File: src/hdl/escape_sequence_decoder_macros.svh
// Assertion macros for the escape sequence decoder.
// Used by the top level only; needs nothing else.
`ifndef ESCAPE_SEQUENCE_DECODER_MACROS_SVH
`define ESCAPE_SEQUENCE_DECODER_MACROS_SVH

// Same-cycle implication, checked outside reset.
`define ESD_ASSERT_NOW(name, clk, rst_n, ante, cons) \
  name: assert property (@(posedge clk) disable iff (!rst_n) (ante) |-> (cons)) \
    else $error("esd check failed");

// Next-cycle implication, checked outside reset.
`define ESD_ASSERT_NEXT(name, clk, rst_n, ante, cons) \
  name: assert property (@(posedge clk) disable iff (!rst_n) (ante) |=> (cons)) \
    else $error("esd check failed");

`endif

File: src/hdl/esd_pkg.sv
// Shared types and constants for the escape sequence decoder.
// No dependencies.
`default_nettype none

package esd_pkg;

  localparam int MaxLen      = 4096;
  localparam int PosW        = 12;
  localparam int PosLimitInt = ((MaxLen - 1) < 4095) ? (MaxLen - 1) : 4095;
  localparam logic [PosW-1:0] PosLimit = PosW'(PosLimitInt);

  localparam logic [1:0] ST_DATA  = 2'd0;
  localparam logic [1:0] ST_DONE  = 2'd1;
  localparam logic [1:0] ST_ERROR = 2'd2;

  typedef struct packed {
    logic            valid;
    logic [1:0]      status;
    logic [7:0]      data;
    logic [PosW-1:0] pos;
  } res_t;

endpackage

`default_nettype wire

File: src/hdl/esd_in_reg.sv
// Input register stage: holds one character until the decoder takes it.
// Depends on nothing but its ports.
`default_nettype none

module esd_in_reg (
  input  logic       clk,
  input  logic       rst_n,
  input  logic       in_valid,
  output logic       in_ready,
  input  logic [7:0] in_ch,
  input  logic       take,
  output logic       v,
  output logic [7:0] ch
);

  logic       v_r;
  logic [7:0] ch_r;

  assign in_ready = !v_r || take;
  assign v        = v_r;
  assign ch       = ch_r;

  always_ff @(posedge clk) begin
    if (!rst_n) begin
      v_r <= 1'b0;
    end else if (in_ready) begin
      v_r <= in_valid;
    end
  end

  always_ff @(posedge clk) begin
    if (in_ready && in_valid) begin
      ch_r <= in_ch;
    end
  end

endmodule

`default_nettype wire

File: src/hdl/esd_decode.sv
// Decode state machine: escape mode, pending high nibble and char position.
// Uses esd_pkg for status codes, position limit and the result struct.
`default_nettype none

module esd_decode (
  input  logic          clk,
  input  logic          rst_n,
  input  logic          step,
  input  logic [7:0]    ch,
  output esd_pkg::res_t res
);
  import esd_pkg::*;

  typedef enum logic [2:0] {
    MODE_NORMAL  = 3'd0,
    MODE_ESCAPE  = 3'd1,
    MODE_HEX_HI  = 3'd2,
    MODE_HEX_LO  = 3'd3,
    MODE_DISCARD = 3'd4
  } mode_t;

  localparam logic [7:0] ChNul  = 8'h00;
  localparam logic [7:0] ChBsl  = 8'h5C;
  localparam logic [7:0] ChZero = 8'h30;
  localparam logic [7:0] ChNine = 8'h39;
  localparam logic [7:0] ChLowA = 8'h61;
  localparam logic [7:0] ChLowF = 8'h66;
  localparam logic [7:0] ChUpA  = 8'h41;
  localparam logic [7:0] ChUpF  = 8'h46;
  localparam logic [7:0] ChN    = 8'h6E;
  localparam logic [7:0] ChX    = 8'h78;
  localparam logic [7:0] ChLf   = 8'h0A;

  // bit 4 set: not a hex digit
  function automatic logic [4:0] hex_val(input logic [7:0] c);
    logic [7:0] t;
    begin
      hex_val = 5'h10;
      if (c >= ChZero && c <= ChNine) begin
        t = c - ChZero;
        hex_val = {1'b0, t[3:0]};
      end else if (c >= ChLowA && c <= ChLowF) begin
        t = c - ChLowA + 8'd10;
        hex_val = {1'b0, t[3:0]};
      end else if (c >= ChUpA && c <= ChUpF) begin
        t = c - ChUpA + 8'd10;
        hex_val = {1'b0, t[3:0]};
      end
    end
  endfunction

  mode_t           mode_r, mode_nxt;
  logic [3:0]      nib_r, nib_nxt;
  logic [PosW-1:0] pos_r, pos_nxt;
  logic [4:0]      hv;

  assign hv = hex_val(ch);

  always_comb begin
    res      = '0;
    mode_nxt = mode_r;
    nib_nxt  = nib_r;
    pos_nxt  = (pos_r < PosLimit) ? pos_r + 1'b1 : pos_r;
    if (ch == ChNul) begin
      if (mode_r != MODE_DISCARD) begin
        res.valid  = 1'b1;
        res.status = ST_DONE;
      end
      mode_nxt = MODE_NORMAL;
      nib_nxt  = '0;
      pos_nxt  = '0;
    end else begin
      case (mode_r)
        MODE_ESCAPE: begin
          if (ch == ChBsl || ch == ChZero || ch == ChN) begin
            res.valid  = 1'b1;
            res.status = ST_DATA;
            res.data   = (ch == ChBsl) ? ChBsl : (ch == ChN) ? ChLf : ChNul;
            mode_nxt   = MODE_NORMAL;
          end else if (ch == ChX) begin
            mode_nxt = MODE_HEX_HI;
          end else begin
            res.valid  = 1'b1;
            res.status = ST_ERROR;
            res.pos    = pos_r;
            mode_nxt   = MODE_DISCARD;
          end
        end
        MODE_HEX_HI: begin
          if (hv[4]) begin
            res.valid  = 1'b1;
            res.status = ST_ERROR;
            res.pos    = pos_r;
            mode_nxt   = MODE_DISCARD;
          end else begin
            nib_nxt  = hv[3:0];
            mode_nxt = MODE_HEX_LO;
          end
        end
        MODE_HEX_LO: begin
          res.valid = 1'b1;
          if (hv[4]) begin
            res.status = ST_ERROR;
            res.pos    = pos_r;
            mode_nxt   = MODE_DISCARD;
          end else begin
            res.status = ST_DATA;
            res.data   = {nib_r, hv[3:0]};
            mode_nxt   = MODE_NORMAL;
          end
        end
        MODE_DISCARD: begin
        end
        default: begin
          if (ch == ChBsl) begin
            mode_nxt = MODE_ESCAPE;
          end else begin
            res.valid  = 1'b1;
            res.status = ST_DATA;
            res.data   = ch;
            mode_nxt   = MODE_NORMAL;
          end
        end
      endcase
    end
  end

  always_ff @(posedge clk) begin
    if (!rst_n) begin
      mode_r <= MODE_NORMAL;
      nib_r  <= '0;
      pos_r  <= '0;
    end else if (step) begin
      mode_r <= mode_nxt;
      nib_r  <= nib_nxt;
      pos_r  <= pos_nxt;
    end
  end

endmodule

`default_nettype wire

File: src/hdl/esd_out_reg.sv
// Result register: holds one result until the sink takes it.
// Uses esd_pkg for the result struct.
`default_nettype none

module esd_out_reg (
  input  logic                      clk,
  input  logic                      rst_n,
  input  logic                      load,
  input  esd_pkg::res_t             d,
  output logic                      free,
  output logic                      out_valid,
  input  logic                      out_ready,
  output logic [1:0]                out_status,
  output logic [7:0]                out_byte,
  output logic [esd_pkg::PosW-1:0]  out_error_pos
);
  import esd_pkg::*;

  logic            v_r;
  logic [1:0]      status_r;
  logic [7:0]      byte_r;
  logic [PosW-1:0] pos_r;

  // slot frees up in the same cycle the held transaction drains
  assign free          = !v_r || out_ready;
  assign out_valid     = v_r;
  assign out_status    = status_r;
  assign out_byte      = byte_r;
  assign out_error_pos = pos_r;

  always_ff @(posedge clk) begin
    if (!rst_n) begin
      v_r <= 1'b0;
    end else if (free) begin
      v_r <= load;
    end
  end

  always_ff @(posedge clk) begin
    if (free && load) begin
      status_r <= d.status;
      byte_r   <= d.data;
      pos_r    <= d.pos;
    end
  end

endmodule

`default_nettype wire

File: src/hdl/escape_sequence_decoder.sv
// Top level of the backslash escape sequence decoder.
// Uses esd_pkg, esd_in_reg, esd_decode, esd_out_reg and the assertion macros.
//
//   channel  | ports                                         | role
//   ---------+-----------------------------------------------+-------------------
//   input    | in_valid, in_ready, in_ch                     | one char per transaction
//   result   | out_valid, out_ready, out_status, out_byte,   | 0 or 1 result
//            | out_error_pos                                 | per char
//
// One character per cycle sustained while the result side keeps up; a result
// passes through the input register, then the result register, to out_valid.
// Decoding state advances when the staged char moves on; a char that yields
// no result moves on even while the result register is stalled.
// rst_n is synchronous, active low; there is no clearing pass.
`default_nettype none
`include "escape_sequence_decoder_macros.svh"

module escape_sequence_decoder (
  input  logic                     clk,
  input  logic                     rst_n,
  input  logic                     in_valid,
  output logic                     in_ready,
  input  logic [7:0]               in_ch,
  output logic                     out_valid,
  input  logic                     out_ready,
  output logic [1:0]               out_status,
  output logic [7:0]               out_byte,
  output logic [esd_pkg::PosW-1:0] out_error_pos
);
  import esd_pkg::*;

  logic       stg_v;
  logic [7:0] stg_ch;
  logic       step;
  logic       out_free;
  res_t       res;

  assign step = stg_v && (!res.valid || out_free);

  esd_in_reg u_in (
    .clk      (clk),
    .rst_n    (rst_n),
    .in_valid (in_valid),
    .in_ready (in_ready),
    .in_ch    (in_ch),
    .take     (step),
    .v        (stg_v),
    .ch       (stg_ch)
  );

  esd_decode u_dec (
    .clk   (clk),
    .rst_n (rst_n),
    .step  (step),
    .ch    (stg_ch),
    .res   (res)
  );

  esd_out_reg u_out (
    .clk           (clk),
    .rst_n         (rst_n),
    .load          (step && res.valid),
    .d             (res),
    .free          (out_free),
    .out_valid     (out_valid),
    .out_ready     (out_ready),
    .out_status    (out_status),
    .out_byte      (out_byte),
    .out_error_pos (out_error_pos)
  );

  `ESD_ASSERT_NOW(a_status_legal, clk, rst_n, out_valid, out_status != 2'd3)
  `ESD_ASSERT_NOW(a_byte_zero, clk, rst_n, out_valid && out_status != ST_DATA, out_byte == 8'd0)
  `ESD_ASSERT_NOW(a_pos_zero, clk, rst_n, out_valid && out_status != ST_ERROR, out_error_pos == '0)
  `ESD_ASSERT_NEXT(a_result_lands, clk, rst_n, step && res.valid, out_valid)

endmodule

`default_nettype wire

File: config.mk
export PLATFORM = sky130hd
export DESIGN_NAME = escape_sequence_decoder
export DESIGN_NICKNAME = d
export VERILOG_FILES = /design/src/hdl/esd_pkg.sv /design/src/hdl/esd_in_reg.sv /design/src/hdl/esd_decode.sv /design/src/hdl/esd_out_reg.sv /design/src/hdl/escape_sequence_decoder.sv
export VERILOG_INCLUDE_DIRS = /design/src /design/src/hdl
export SDC_FILE = /design/constraint.sdc
export NUM_CORES = 1
export LEC_CHECK = 0
export BUFFER_PORTS_ARGS = -buffer_cell sky130_fd_sc_hd__buf_2
export CAP_MARGIN = 10
export CORE_UTILIZATION = 35
export CTS_BUF_LIST = sky130_fd_sc_hd__clkbuf_8 sky130_fd_sc_hd__clkbuf_16
export CTS_CLUSTER_DIAMETER = 50
export DETAILED_ROUTE_END_ITERATION = 8
export GPL_ROUTABILITY_DRIVEN = 0
export MAX_ROUTING_LAYER = met4
export PLACE_DENSITY = 0.65
export SETUP_SLACK_MARGIN = 0.4
export SYNTH_ARGS = -nofsm -noshare
export SYNTH_HDL_FRONTEND = slang
export SYNTH_SLANG_ARGS = --single-unit
File: constraint.sdc
create_clock -name clk -period 6.7 [get_ports clk]
set_input_delay 1.005 -clock clk [delete_from_list [all_inputs] [get_ports clk]]
set_output_delay 1.005 -clock clk [all_outputs]
set_load 0.05 [all_outputs]
==> impl_metrics.env <==
export IMPL_synth_top_area_cell="edfxtp_1"
export IMPL_rsz0062_at_grt="no"
export IMPL_ios=36
export IMPL_yosysUniqueCellTypes=70
export IMPL_maxCapViolCount=0
export IMPL_grt_ovfl_total=0
export IMPL_hold_viol=0
export IMPL_die_area_mm2=0.008388
export IMPL_drc=0
export IMPL_avgSynthCellArea_um2=10.85
export IMPL_grt_max_degree=26
export IMPL_relSlewSlack_pct=27.35
export IMPL_synth_edf_count=30
export IMPL_vdd_drop_max_mv=0.09272
export IMPL_setup_tns_final_ns=0
export IMPL_dieHeight_um=91.59
export IMPL_skew_ns=0.006361
export IMPL_cts_tree="yes"
export IMPL_clkTransAtPathRegs_ns=0.10
export IMPL_status="finished clean"
export IMPL_setup_violations=0
export IMPL_syn_to_final_growth_pct=12.47
export IMPL_fp_row_count=32
export IMPL_min_period_ns=3.877
export IMPL_syn_nets=276
export IMPL_path_class="flop to output port"
export IMPL_period_share_pct=57.86
export IMPL_h_tree_depth=2
export IMPL_place_area_mm2=0.003047
export IMPL_powerDensity_mw_per_mm2=205.9
export IMPL_worstRegToRegCells=6
export IMPL_initial_core_util_pct=36.35
export IMPL_ys_seq_area_share_pct=47.04
export IMPL_antenna_cells_inserted=0
export IMPL_worstPathCellList="inv_1, ha_1, or3b_1, a31o_1, o211ai_2, nand3_1, buf_2"
export IMPL_cp_max_fo=12
export IMPL_clkSinkCount=51
export IMPL_root_buffer="clkbuf_8"
export IMPL_fillers=750
export IMPL_clock_latency_ns=0.31
export IMPL_viasPerCell=5.788
export IMPL_synth_seq_cells=51
export IMPL_wirelength_um=6231
export IMPL_async_flop_share_pct=0
export IMPL_max_slew_worst_pin_slew_ns=1.089
export IMPL_die_w_um=91.59
export IMPL_drtAntennaViolNets=0
export IMPL_drtIter0Drc=220
export IMPL_cts_made_buffers=5
export IMPL_num_vias=2263
export IMPL_grt_pass1_wl_um=10180
export IMPL_synth_cell_area_mm2=0.002809
export IMPL_critical_path_max_stage_delay_ns=0.51
export IMPL_track_usage_pct=15.80
export IMPL_final_nets=305
export IMPL_fin_area_mm2=0.003159
export IMPL_synth_area_top_cells="edfxtp_1 (32%), dfxtp_1 (15%), a21oi_1 (3.9%)"
export IMPL_post_cts_buffers=0
export IMPL_ys_warn_count=0
export IMPL_cp_arrival_ns=2.87
export IMPL_syn_inst=259
export IMPL_cts_hold_buffers=0
export IMPL_leakage_nw=1.095
export IMPL_antenna_found_initial=0
export IMPL_core_area_mm2=0.007727
export IMPL_synth_top_cell_area_share_pct=32.07
export IMPL_slowest_stage="edfxtp_1"
export IMPL_endpoint_kind="output port"
export IMPL_hold_class="flop to flop"
export IMPL_dp_hpwl_um=4392
export IMPL_grt_pass1_vias=1989
export IMPL_routedWlPerCell_um=15.94
export IMPL_startpoint_type="flop"
export IMPL_firstDrtPassIters=4
export IMPL_min_path_cells=2
export IMPL_drive_gt1_share_pct=22.49
export IMPL_fmax_ghz=0.2579
export IMPL_required_ns=5.69
export IMPL_synth_ff_type="edfxtp_1"
export IMPL_slew_violations=0
export IMPL_cts_buffer_depth=2
export IMPL_final_util_pct=40.88
export IMPL_ctsResizeCount=0
export IMPL_port_buffers=35
## stage by stage
stage	std cells	setup WS, ns	total power [mW]	hold WS [ns]
after floorplan	259	3.446	0.4175	0.4379
after global placement	383	3.315	0.4348	0.4481
after detailed placement	383	3.193	0.4362	0.4524
after CTS	391	2.849	0.6544	0.4661
after global routing	391	2.675	0.6727	0.4945
final	391	2.823	0.6504	0.4695
## cell usage in the layout (no fill, tap or decap), drive strengths merged, types with 3 or more instances in the layout
| cell type | netlist | routed |
|---|---|---|
| nand4 | 5 | 5 |
| a21oi | 23 | 23 |
| nand3b | 3 | 3 |
| mux2i | 5 | 5 |
| and2 | 14 | 14 |
| nand3 | 10 | 10 |
| clkbuf | 6 | 5 |
| a31oi | 5 | 5 |
| nand2 | 20 | 20 |
| o22ai | 7 | 7 |
| inv | 7 | 7 |
| o41ai | 3 | 3 |
| o221a | 8 | 8 |
| nor3 | 6 | 6 |
| edfxtp | 30 | 30 |
| clkinv | 1 | 3 |
| buf | 8 | 36 |
| nor2 | 11 | 11 |
| nor4 | 6 | 6 |
| dfxtp | 21 | 21 |
| o21ai | 5 | 5 |
| ha | 5 | 5 |
## routing by layer
| metal | global-route usage (%) | share of wire (%) |
|---|---|---|
| met2 | 23.18 | 44 |
| met4 | 4.630 | 1.5 |
| met3 | 2.680 | 7.0 |
| met1 | 22.28 | 47 |
| met5 | - | 0 |
## cells in the mapped netlist (all sizes together), types with 5 or more instances
master and n:
a21oi 23, a31oi 5, and2 14, buf 8
clkbuf 6, dfxtp 21, edfxtp 30, ha 5
inv 7, mux2i 5, nand2 20, nand3 10
nand4 5, nor2 11, nor3 6, nor4 6
o21ai 5, o221a 8, o22ai 7
## path summary, 6_finish.rpt
| kind | from | endpoint | slack [ns] |
|---|---|---|---|
| hold reg to reg | u_dec.nib_r[3]$_SDFFE_PN0P_ | u_dec.nib_r[3]$_SDFFE_PN0P_ | 0.47 |
| hold / removal | u_dec.nib_r[3]$_SDFFE_PN0P_ | u_dec.nib_r[3]$_SDFFE_PN0P_ | 0.47 |
| setup reg to reg | u_in.ch[0]$_DFFE_PP_ | u_out.out_byte[0]$_SDFFCE_PP0P_ | 3.55 |
| setup / recovery | u_in.ch[0]$_DFFE_PP_ | in_ready | 2.82 |
## state kept, by name, summed over array words and instances (netlist names)
register / count
u_dec.mode_r: 3
u_dec.nib_r: 4
u_dec.pos_r: 12
u_in.ch: 8
u_in.v: 1
u_out.out_byte: 8
u_out.out_error_pos: 12
u_out.out_status: 2
u_out.out_valid: 1
## worst max-delay path: cells and delay by family, from the launching register on
kind,cells,cell delay (ns)
AO/OA/AOI/OAI,2,0.73
adder cells (fa/ha/maj),1,0.28
AND/OR/NAND/NOR,2,0.63
buffers and inverters,2,0.41
flip-flops,1,0.51
## power breakdown
part           total [mW]  switching (mW)  internal [mW]
sequential          0.355          0.0118          0.343
clock               0.221           0.110          0.111
combinational      0.0742          0.0525         0.0217
total               0.650           0.174          0.476
## cells by family (layout without fill, tap and decap cells)
family,after synthesis,count (layout),share of synthesized area [%]
AOI/OAI and AO/OA,76,76,23.03
adders and majority gates,5,5,2.227
and+or+nand+nor,97,97,21.16
muxes,6,6,2.183
xor gates and xnor gates,2,2,0.6237
DFF,51,51,47.04
buffers and inverters,22,52,3.742
## layout make-up
| cell class | instances | area (um2) | share of cell area (%) |
|---|---|---|---|
| inverters | 8 | 30.03 | 0.9505 |
| repair buffers | 36 | 182.7 | 5.782 |
| flip-flops and latches | 51 | 1321 | 41.82 |
| clock inverters | 3 | 43.79 | 1.386 |
| clock buffers | 5 | 68.82 | 2.178 |
| well taps | 102 | 127.6 | 4.040 |
| multi-input cells | 186 | 1385 | 43.84 |
No activity file was read; power rests on OpenSTA's default activity.
